## src/design/imgf_pkg.sv

```systemverilog
// ----------------------------------------------------------------------------
// imgf_pkg
// Shared types and constants of the interval merge and gap finder.
// ----------------------------------------------------------------------------
package imgf_pkg;

    localparam int OFF_W      = 48;
    localparam int ALIGN_W    = 33;
    localparam int CFG_IDX_W  = 8;
    localparam int CFG_DATA_W = 48;
    localparam int DIV_STEPS  = 48;
    localparam int STEP_W     = 6;

    localparam logic [CFG_IDX_W-1:0] CFG_FILE_SIZE  = 8'd0;
    localparam logic [CFG_IDX_W-1:0] CFG_TAIL_ALIGN = 8'd1;

    localparam logic [1:0] OUTC_GAP      = 2'd0;
    localparam logic [1:0] OUTC_NO_GAP   = 2'd1;
    localparam logic [1:0] OUTC_TRUNC    = 2'd2;
    localparam logic [1:0] OUTC_OVERFLOW = 2'd3;

    typedef struct packed {
        logic [OFF_W-1:0] range_offset;
        logic [OFF_W-1:0] range_length;
        logic             final_range;
    } in_item_t;

    typedef struct packed {
        logic [OFF_W-1:0] gap_start;
        logic [OFF_W-1:0] gap_length;
        logic [OFF_W-1:0] unused_total;
        logic [1:0]       outcome;
        logic             end_of_report;
    } out_item_t;

    typedef struct packed {
        logic [OFF_W-1:0] off;
        logic [OFF_W-1:0] len;
    } span_t;

    // insert: sorted insertion of the key; shift: row moves toward cell 0
    typedef struct packed {
        logic insert;
        logic shift;
    } cell_cmd_t;

    typedef enum logic [2:0] {
        ST_LOAD,
        ST_CHECK,
        ST_SCAN,
        ST_DIV,
        ST_TAIL,
        ST_LAST
    } state_t;

endpackage

```

## src/design/imgf_cell.sv

```systemverilog
// ----------------------------------------------------------------------------
// imgf_cell
// One slot of the sorted range row: insertion from the left, drain to cell 0.
// ----------------------------------------------------------------------------
module imgf_cell (
    input  logic                aclk,
    input  imgf_pkg::cell_cmd_t cmd,
    input  logic                slot_valid,
    input  imgf_pkg::span_t     key,
    input  imgf_pkg::span_t     prev_data,
    input  logic                prev_after,
    input  imgf_pkg::span_t     next_data,
    output imgf_pkg::span_t     data,
    output logic                after
);

    imgf_pkg::span_t data_reg;
    imgf_pkg::span_t data_next;

    // key belongs at or before this slot
    assign after = !slot_valid || (key.off < data_reg.off);
    assign data  = data_reg;

    always_comb begin
        data_next = data_reg;
        if (cmd.insert) begin
            if (prev_after) begin
                data_next = prev_data;
            end else if (after) begin
                data_next = key;
            end
        end else if (cmd.shift) begin
            data_next = next_data;
        end
    end

    always_ff @(posedge aclk) begin
        data_reg <= data_next;
    end

endmodule

```

## config.mk

```make
export PLATFORM = sky130hd
export DESIGN_NAME = imgf_cell
export DESIGN_NICKNAME = d
export VERILOG_FILES = /design/src/design/imgf_pkg.sv /design/src/design/imgf_cell.sv
export SDC_FILE = /design/constraint.sdc
export NUM_CORES = 1
export LEC_CHECK = 0
export BUFFER_PORTS_ARGS = -buffer_cell sky130_fd_sc_hd__buf_2
export CORE_AREA = 2 2 151 153
export CTS_BUF_LIST = sky130_fd_sc_hd__clkbuf_16
export DETAILED_ROUTE_END_ITERATION = 6
export DIE_AREA = 0 0 153 155
export REMOVE_ABC_BUFFERS = 1
export SYNTH_ARGS = -nofsm -noshare
export SYNTH_HDL_FRONTEND = slang
export SYNTH_SLANG_ARGS = --single-unit
```

## constraint.sdc

```tcl
create_clock -name aclk -period 10.49 [get_ports aclk]
set_clock_uncertainty 0.2 [all_clocks]
set_input_delay 1.049 -clock aclk [delete_from_list [all_inputs] [get_ports aclk]]
set_output_delay 1.049 -clock aclk [all_outputs]
set_load 0.005 [all_outputs]
```

* Yosys cells after proc, flatten, opt, wreduce, memory -nomap -nowiden
Cells that the tools add are included.
Word-level totals: flip-flop bits (word level) 96
Operators by class: order comparisons 1, eq/ne operators 1, muxes and demuxes 4, reductions and logical operators 4
Operators with widths (number):
- 96-bit two-way mux | 4
- 48-bit less-than comparator | 1
- 3-bit by 1-bit inequality test with 1-bit output (second input constant) | 1
- 2-bit AND reduction | 1
- 2-bit nonzero test | 1
- 1-bit logical NOT | 1
- 1-bit logical OR | 1

* Depth between registers and ports, before layout
Gate-level depths: netlist of run 1.
depth after elaboration 5, depth in mapped cells 8, depth with buffers taken out 8

* Least setup slack after synthesis of run 1
No wires, ideal clock.
path kind input -> register, start in key[50] (netlist bit), end reg data_reg (netlist bit data[0]) (enable), arrival 4685 ps, required time 9819 ps, path slack 5134 ps, stages 7, path buffers 0, path through ha_1 > a211oi_1 > o21ai_1 > a221oi_1 > o211ai_1 > a211oi_1 > o32a_1
On the way: word-level cells in the longest chain between the ends 4
RTL lines:
- start, declared | line imgf_cell.sv:9 | input imgf_pkg::span_t key,
- 48-bit less-than comparator | line imgf_cell.sv:21 | assign after = !slot_valid || (key.off < data_reg.off);
- 1-bit logical OR | line imgf_cell.sv:21
- 3-bit by 1-bit inequality test with 1-bit output (no source line)
- 2-bit AND reduction (no source line)
- end signal, assigned | line imgf_cell.sv:38 | data_reg <= data_next;
- end, declared | line imgf_cell.sv:17 | imgf_pkg::span_t data_reg;
No other way between the ends. A chain may end at the register's enable or synchronous reset.

* Final worst setup path of run 1
start in key[50] (netlist bit), end reg data_reg (netlist bit data[68]) (enable)
Same word-level chain as after synthesis.

==> results of run 1 <==
power by group through the flow:
stage / sequential [µW] / combinational [µW] / clock [µW]
finish: 486 / 252 / 309
detailed placement: 494 / 257 / 0
CTS: 486 / 257 / 322
floorplan: 499 / 101 / 0
global placement: 493 / 254 / 0
global route: 490 / 285 / 335
cells by family after synthesis:
group	Yosys count
flip-flops	96
AND/OR/NAND/NOR	130
AO/OA/AOI/OAI	139
buffers and inverters	81
multiplexers	96
adder cells (fa/ha/maj)	47
metal layers:
| layer | up-vias | routed length, µm | share of wire, % | track usage (%) |
|---|---|---|---|---|
| met4 | 2 | 370 | 1.8 | 5.56 |
| li1 | 2879 | - | - | - |
| met2 | 252 | 9950 | 49 | 28.8 |
| met1 | 2504 | 8110 | 40 | 19.4 |
| met5 | - | 11 | 0.054 | 0 |
| met3 | 21 | 2000 | 9.8 | 6.13 |
final cells by class:
cell class              count  area [µm²]  share of cell area [%]
clock buffers               9         225                    2.64
clock inverters             7        46.3                   0.544
diodes                      2        5.00                  0.0588
flip-flops and latches     96        2880                    33.8
inverters                  48         180                    2.12
repair buffers            394        2000                    23.4
multi-input cells         412        2820                    33.2
well taps                 285         357                    4.19
critical path, cell delays in order:
cell and delay (ps):
buf_2 110, ha_1 300, a211oi_1 230, o21ai_1 110
a221oi_1 370, o211ai_1 220, a211oi_1 300, o32a_2 210
buf_4 500, buf_4 650
how the worst max path moves through the flow:
stage,cells after the start,end,slack (ps),from
5_1_grt,10,data[76]$_DFFE_PP_,5800,key[50]
6_report,10,data[68]$_DFFE_PP_,6090,key[50]
3_3_place_gp,10,data[48]$_DFFE_PP_,5720,key[50]
3_5_place_dp,10,data[11]$_DFFE_PP_,5640,key[50]
4_1_cts,10,data[76]$_DFFE_PP_,6020,key[50]
2_1_floorplan,7,data[0]$_DFFE_PP_,5130,key[50]
layout by cell type (no fill, tap or decap), types with 8 or more instances in the layout:
master,n
nor2_1,100
a21oi_1,117
nand2_1,14
inv_1,48
ha_1,47
mux2i_1,96
edfxtp_1,96
o21ai_0,8
clkbuf_16,9
buf_2,387
through the flow:
stage / setup slack (ps) / area [µm²]
finish: 6090 / 8520
global route: 5800 / 8510
CTS: 6020 / 8510
detailed placement: 5640 / 8240
global placement: 5720 / 8240
floorplan: 5130 / 5890
==> results.toml, run 1 <==
[finish]
final_cell_count_no_fill = 1253
drive_above_1_share_pct = 42.5
largest_register_ffs = 96
nNetsFinal = 1301
fillers = 2340
post-route-util_pct = 38.3
syn_to_final_growth_pct = 41.4

[clock_tree]
post_cts_resized = 0
clk_latency_ps = 350
post_cts_buffers = 0
cts.root.buffer_cell = "clkbuf_16"
clockBufferDepth = 2
clkSinkCount = 96
cts_buffers = 9
tritoncts = "yes"
clkSlewWorstSetupHoldPaths_ps = 70
h-tree-depth = 3
postCtsHoldBufs = 0

[yosys]
synth_top_flop_cell = "edfxtp_1"
synthXorXnorAreaFrac_pct = 0
synthCells = 589
netlist_area_mm2 = 0.00602
yosys.area.top_type_share_pct = 47.9
synth.most_common_cell = "a21oi_1"
avgSynthCellArea_um2 = 10.2
ys_ff_latch = 96
yosysTopAreaCell = "edfxtp_1"
yosys.cell_types.count = 29
synthSimpleGateAreaFrac_pct = 8.91
ys_seq_area_share_pct = 47.9
synth.area.mux_share_pct = 16.0
synth_compound_area_share_pct = 12.2
yosys_warnings = 0
synth_top_family_by_area = "multiplexers"
yosys-top-cells-count = "117 x a21oi_1, 100 x nor2_1, 96 x edfxtp_1, 96 x mux2i_1, 48 x inv_1"
async_flop_share_pct = 0
ys_top_cells_by_area = "edfxtp_1 48%, mux2i_1 16%, ha_1 9.8%"
synth_fa_ha_area_share_pct = 9.77
synth_edf_count = 96

[min_path]
whs_path_depth = 3
hold_end = "data[75]$_DFFE_PP_"
hold_start = "next_data[75]"
hp-class = "input port to flip-flop"

[placement]
place.gp.congestion = 0.803
placed_cells = 1235
place_hpwl_mm = 16.8
port_buffers = 389

[sta]
final.min_clock_period_ps = 4400
tightest_slew_ps = 923
fin_tns_setup_ps = 0
period_share_pct = 42.0
holdWs_ps = 819
setup-violations-final = 0
drv_slew = 0
fmax_ghz = 0.227
slew_headroom_pct = 38.4
hold_violations = 0
rsz0062_at_grt = "no"

[die]
die_h_um = 155
rows = 55
ios = 390
start_util_pct = 27.1
die_area_mm2 = 0.0237
core_area_mm2 = 0.0222
die_width_um = 153

[power]
combPwrFrac_pct = 24.1
netSwitchingPower_uw = 295
p_clk_share_pct = 29.5
power_density_mw_per_mm2 = 123
swShare_pct = 28.2
p_seq_share_pct = 46.4
power.leakage_uw = 0.00429
finalPower_uw = 1050
intPower_uw = 752
ir_worst_vdd_uv = 72.0

[global_routing]
gr-usage-all-layers_pct = 16.7
grt_max_degree = 87
grt_pass1_vias = 5494
overflow = 0
grt_pass1_wl_mm = 30.7
antenna_found_initial = 5

[worst_setup_path]
rrSetupSlack_ps = 6480
required_ps = 10260
start_kind = "input port"
r2r-end = "data[68]$_DFFE_PP_"
arrival_ps = 4170
reg2reg_from = "data[50]$_DFFE_PP_"
end_kind = "flip-flop"
worstSetupPathType = "input port to flip-flop"
crit_fanout = 49
worstRegToRegCells = 10

[drt]
via_count = 5658
dr.first_iter.drc_count = 275
viasPerCell = 4.52
first_pass_iters = 4
wl_per_cell_um = 16.3
drc = 0
routed_wl_mm = 20.4
antenna_left = 0

[job]
max_cap_viol_count = 0

[status]
status = "complete, no violations"
Note: power is estimated with default switching activity, not from simulation.
==> run 2: changes to the inputs <==
- ABC_AREA: unset -> 1
- CORE_AREA: 2 2 151 153 -> 2 2 150 152
- DIE_AREA: 0 0 153 155 -> 0 0 152 154
- clock period: 10.49 -> 4.58 ns (I/O delays scaled with it)
==> run 2 against run 1 <==
  * Critical path depth grew 4
  * Hold slack lost 620 ps
  * Clock power grew to 2.6 times the previous value
  * Final area grew 0.31%
  * Worst setup slack lost 4400 ps
  * Global-route usage grew 0.98 points
  * Area after synthesis grew 1.2%
  * Critical path type is now flip-flop to flip-flop
  * Critical endpoint is now data[9]$_DFFE_PP_
  * Highest routed layer unchanged
==> results.toml, run 2 <==
[clock_tree]
clkSinkCount = 96
post_cts_resized = 0
tritoncts = "yes"
cts.root.buffer_cell = "clkbuf_16"
post_cts_buffers = 0
clockBufferDepth = 2
h-tree-depth = 3
clk_latency_ps = 340
clkSlewWorstSetupHoldPaths_ps = 70
cts_buffers = 9
postCtsHoldBufs = 0

[sta]
fin_tns_setup_ps = 0
slew_headroom_pct = 42.6
fmax_ghz = 0.344
hold_violations = 0
holdWs_ps = 198
setup_slack_ps = 1670
tightest_slew_ps = 862
period_share_pct = 63.5
final.min_clock_period_ps = 2910
setup-violations-final = 0
drv_slew = 0
rsz0062_at_grt = "no"

[yosys]
yosys.area.top_type_share_pct = 47.3
yosys.cell_types.count = 26
synthCells = 734
ys_seq_area_share_pct = 47.3
ys_top_cells_by_area = "edfxtp_1 47%, o21ai_0 12%, ha_1 9.7%"
yosysTopAreaCell = "edfxtp_1"
yosys_warnings = 0
async_flop_share_pct = 0
synth.most_common_cell = "nand2_1"
synth_edf_count = 96
ys_ff_latch = 96
synth_top_flop_cell = "edfxtp_1"
netlist_area_mm2 = 0.00609
avgSynthCellArea_um2 = 8.30
yosys-top-cells-count = "141 x nand2_1, 140 x o21ai_0, 105 x nor2_1, 96 x edfxtp_1, 61 x inv_1"

[global_routing]
grt_pass1_vias = 6247
grt_pass1_wl_mm = 33.1
antenna_found_initial = 3
overflow = 0
gr-usage-all-layers_pct = 17.7
grt_max_degree = 97

[drt]
met1Wirelength_mm = 8.93
routed_wl_mm = 21.4
wl_per_cell_um = 15.4
dr_wl_met3_mm = 1.64
drc = 0
top_layer_used = "met5"
viasPerCell = 4.63
dr.first_iter.drc_count = 361
antenna_left = 0
first_pass_iters = 5
via_count = 6415
wl_met2_mm = 10.2

[worst_setup_path]
rrSetupSlack_ps = 1670
cp_cell_sequence = "inv_1 -> ha_1 -> a21oi_1 -> nor2_1 -> nor3_1 -> nand2_1 -> nand2_1 -> nand2_1 -> nand2_1 -> nand2_1 -> nand3_1 -> nand2_1 -> inv_4 -> buf_12"
cpMostUsedCell = "nand2_1"
required_ps = 4400
crit_fanout = 49
arrival_ps = 2730
worstSetupPathType = "flip-flop to flip-flop"
slowest_delay_ps = 440
start_kind = "flip-flop"
cpMaxStageDelayCell = "inv_4"
end_kind = "flip-flop"

[die]
core_area_mm2 = 0.0217
ios = 390
die_width_um = 152
die_h_um = 154
start_util_pct = 28.1
rows = 54
die_area_mm2 = 0.0234

[placement]
place_hpwl_mm = 16.6
post-place-ws_ps = 1400
place.gp.congestion = 0.861
port_buffers = 389
placed_cells = 1368

[finish]
drive_above_1_share_pct = 37.9
nNetsFinal = 1439
final_common_cell = "buf_2"
largest_register_ffs = 96
final_cell_count_no_fill = 1385
fillers = 2250
layout_common_cells = "389 x buf_2, 141 x nand2_1, 140 x o21ai_0"
syn_to_final_growth_pct = 40.2

[job]
max_cap_viol_count = 0

[min_path]
hp-class = "input port to flip-flop"

[status]
status = "complete, no violations"

[power]
power.leakage_uw = 0.00424
ir_worst_vdd_uv = 177
power_density_mw_per_mm2 = 296
-- run 2: cell count changes in the layout (fill, tap and decap cells not counted), moves of 12 or more --
cell / change
o21ai_0: +132
nand2_1: +127
a21oi_1: -97
mux2i_1: -96
o21ai_1: +57
inv_1: +12
-- run 2: routing by layer --
| layer | vias up | global-route usage (%) |
|---|---|---|
| met5 | - | 0 |
| met1 | 2855 | 21.5 |
| li1 | 3222 | - |
| met4 | 2 | 6.32 |
| met3 | 37 | 5.13 |
| met2 | 299 | 30.0 |
-- run 2: layout make-up --
type | count | area, µm² | share of cell area [%]
multi-input cells | 532 | 2740 | 32.0
flip-flops and latches | 96 | 2880 | 33.7
clock buffers | 9 | 225 | 2.64
well taps | 280 | 350 | 4.10
clock inverters | 6 | 85.1 | 0.996
repair buffers | 396 | 2010 | 23.6
diodes | 2 | 5.00 | 0.0586
inverters | 64 | 245 | 2.87
-- run 2: stage by stage --
stage	util (%)	total power, µW	cell area, µm²
finish	39.4	2530	8540
detailed placement	37.9	1740	8230
global route	39.4	2680	8540
floorplan	-	1390	5860
global placement	37.9	1730	8230
CTS	39.4	2570	8540
-- run 2: cells by family after synthesis --
kind of cell,share of synthesized area (%)
and+or+nand+nor,16.8
adders and majority gates,9.65
DFF,47.3
AOI/OAI and AO/OA,18.5
buffers and inverters,7.74
-- run 2: final timing paths --
| kind | start | endpoint | cells after the start |
|---|---|---|---|
| setup reg to reg | data[53]$_DFFE_PP_ | data[9]$_DFFE_PP_ | 14 |
| hold reg to reg | data[95]$_DFFE_PP_ | data[89]$_DFFE_PP_ | 11 |
| hold / removal | next_data[45] | data[45]$_DFFE_PP_ | 3 |
| setup / recovery | data[53]$_DFFE_PP_ | data[9]$_DFFE_PP_ | 14 |
-- run 2: worst max-delay path, delay by kind of cell, from the launching register on --
family / cells / cell delay, ps
compound gates: 1 / 130
fa+ha+maj: 1 / 230
buf+inv: 3 / 830
flops: 1 / 410
simple gates: 9 / 730
-- run 2: where the power goes --
part / switching [µW] / internal (µW)
registers: 38.3 / 1090
clock network: 336 / 475
logic: 327 / 264
total: 701 / 1820
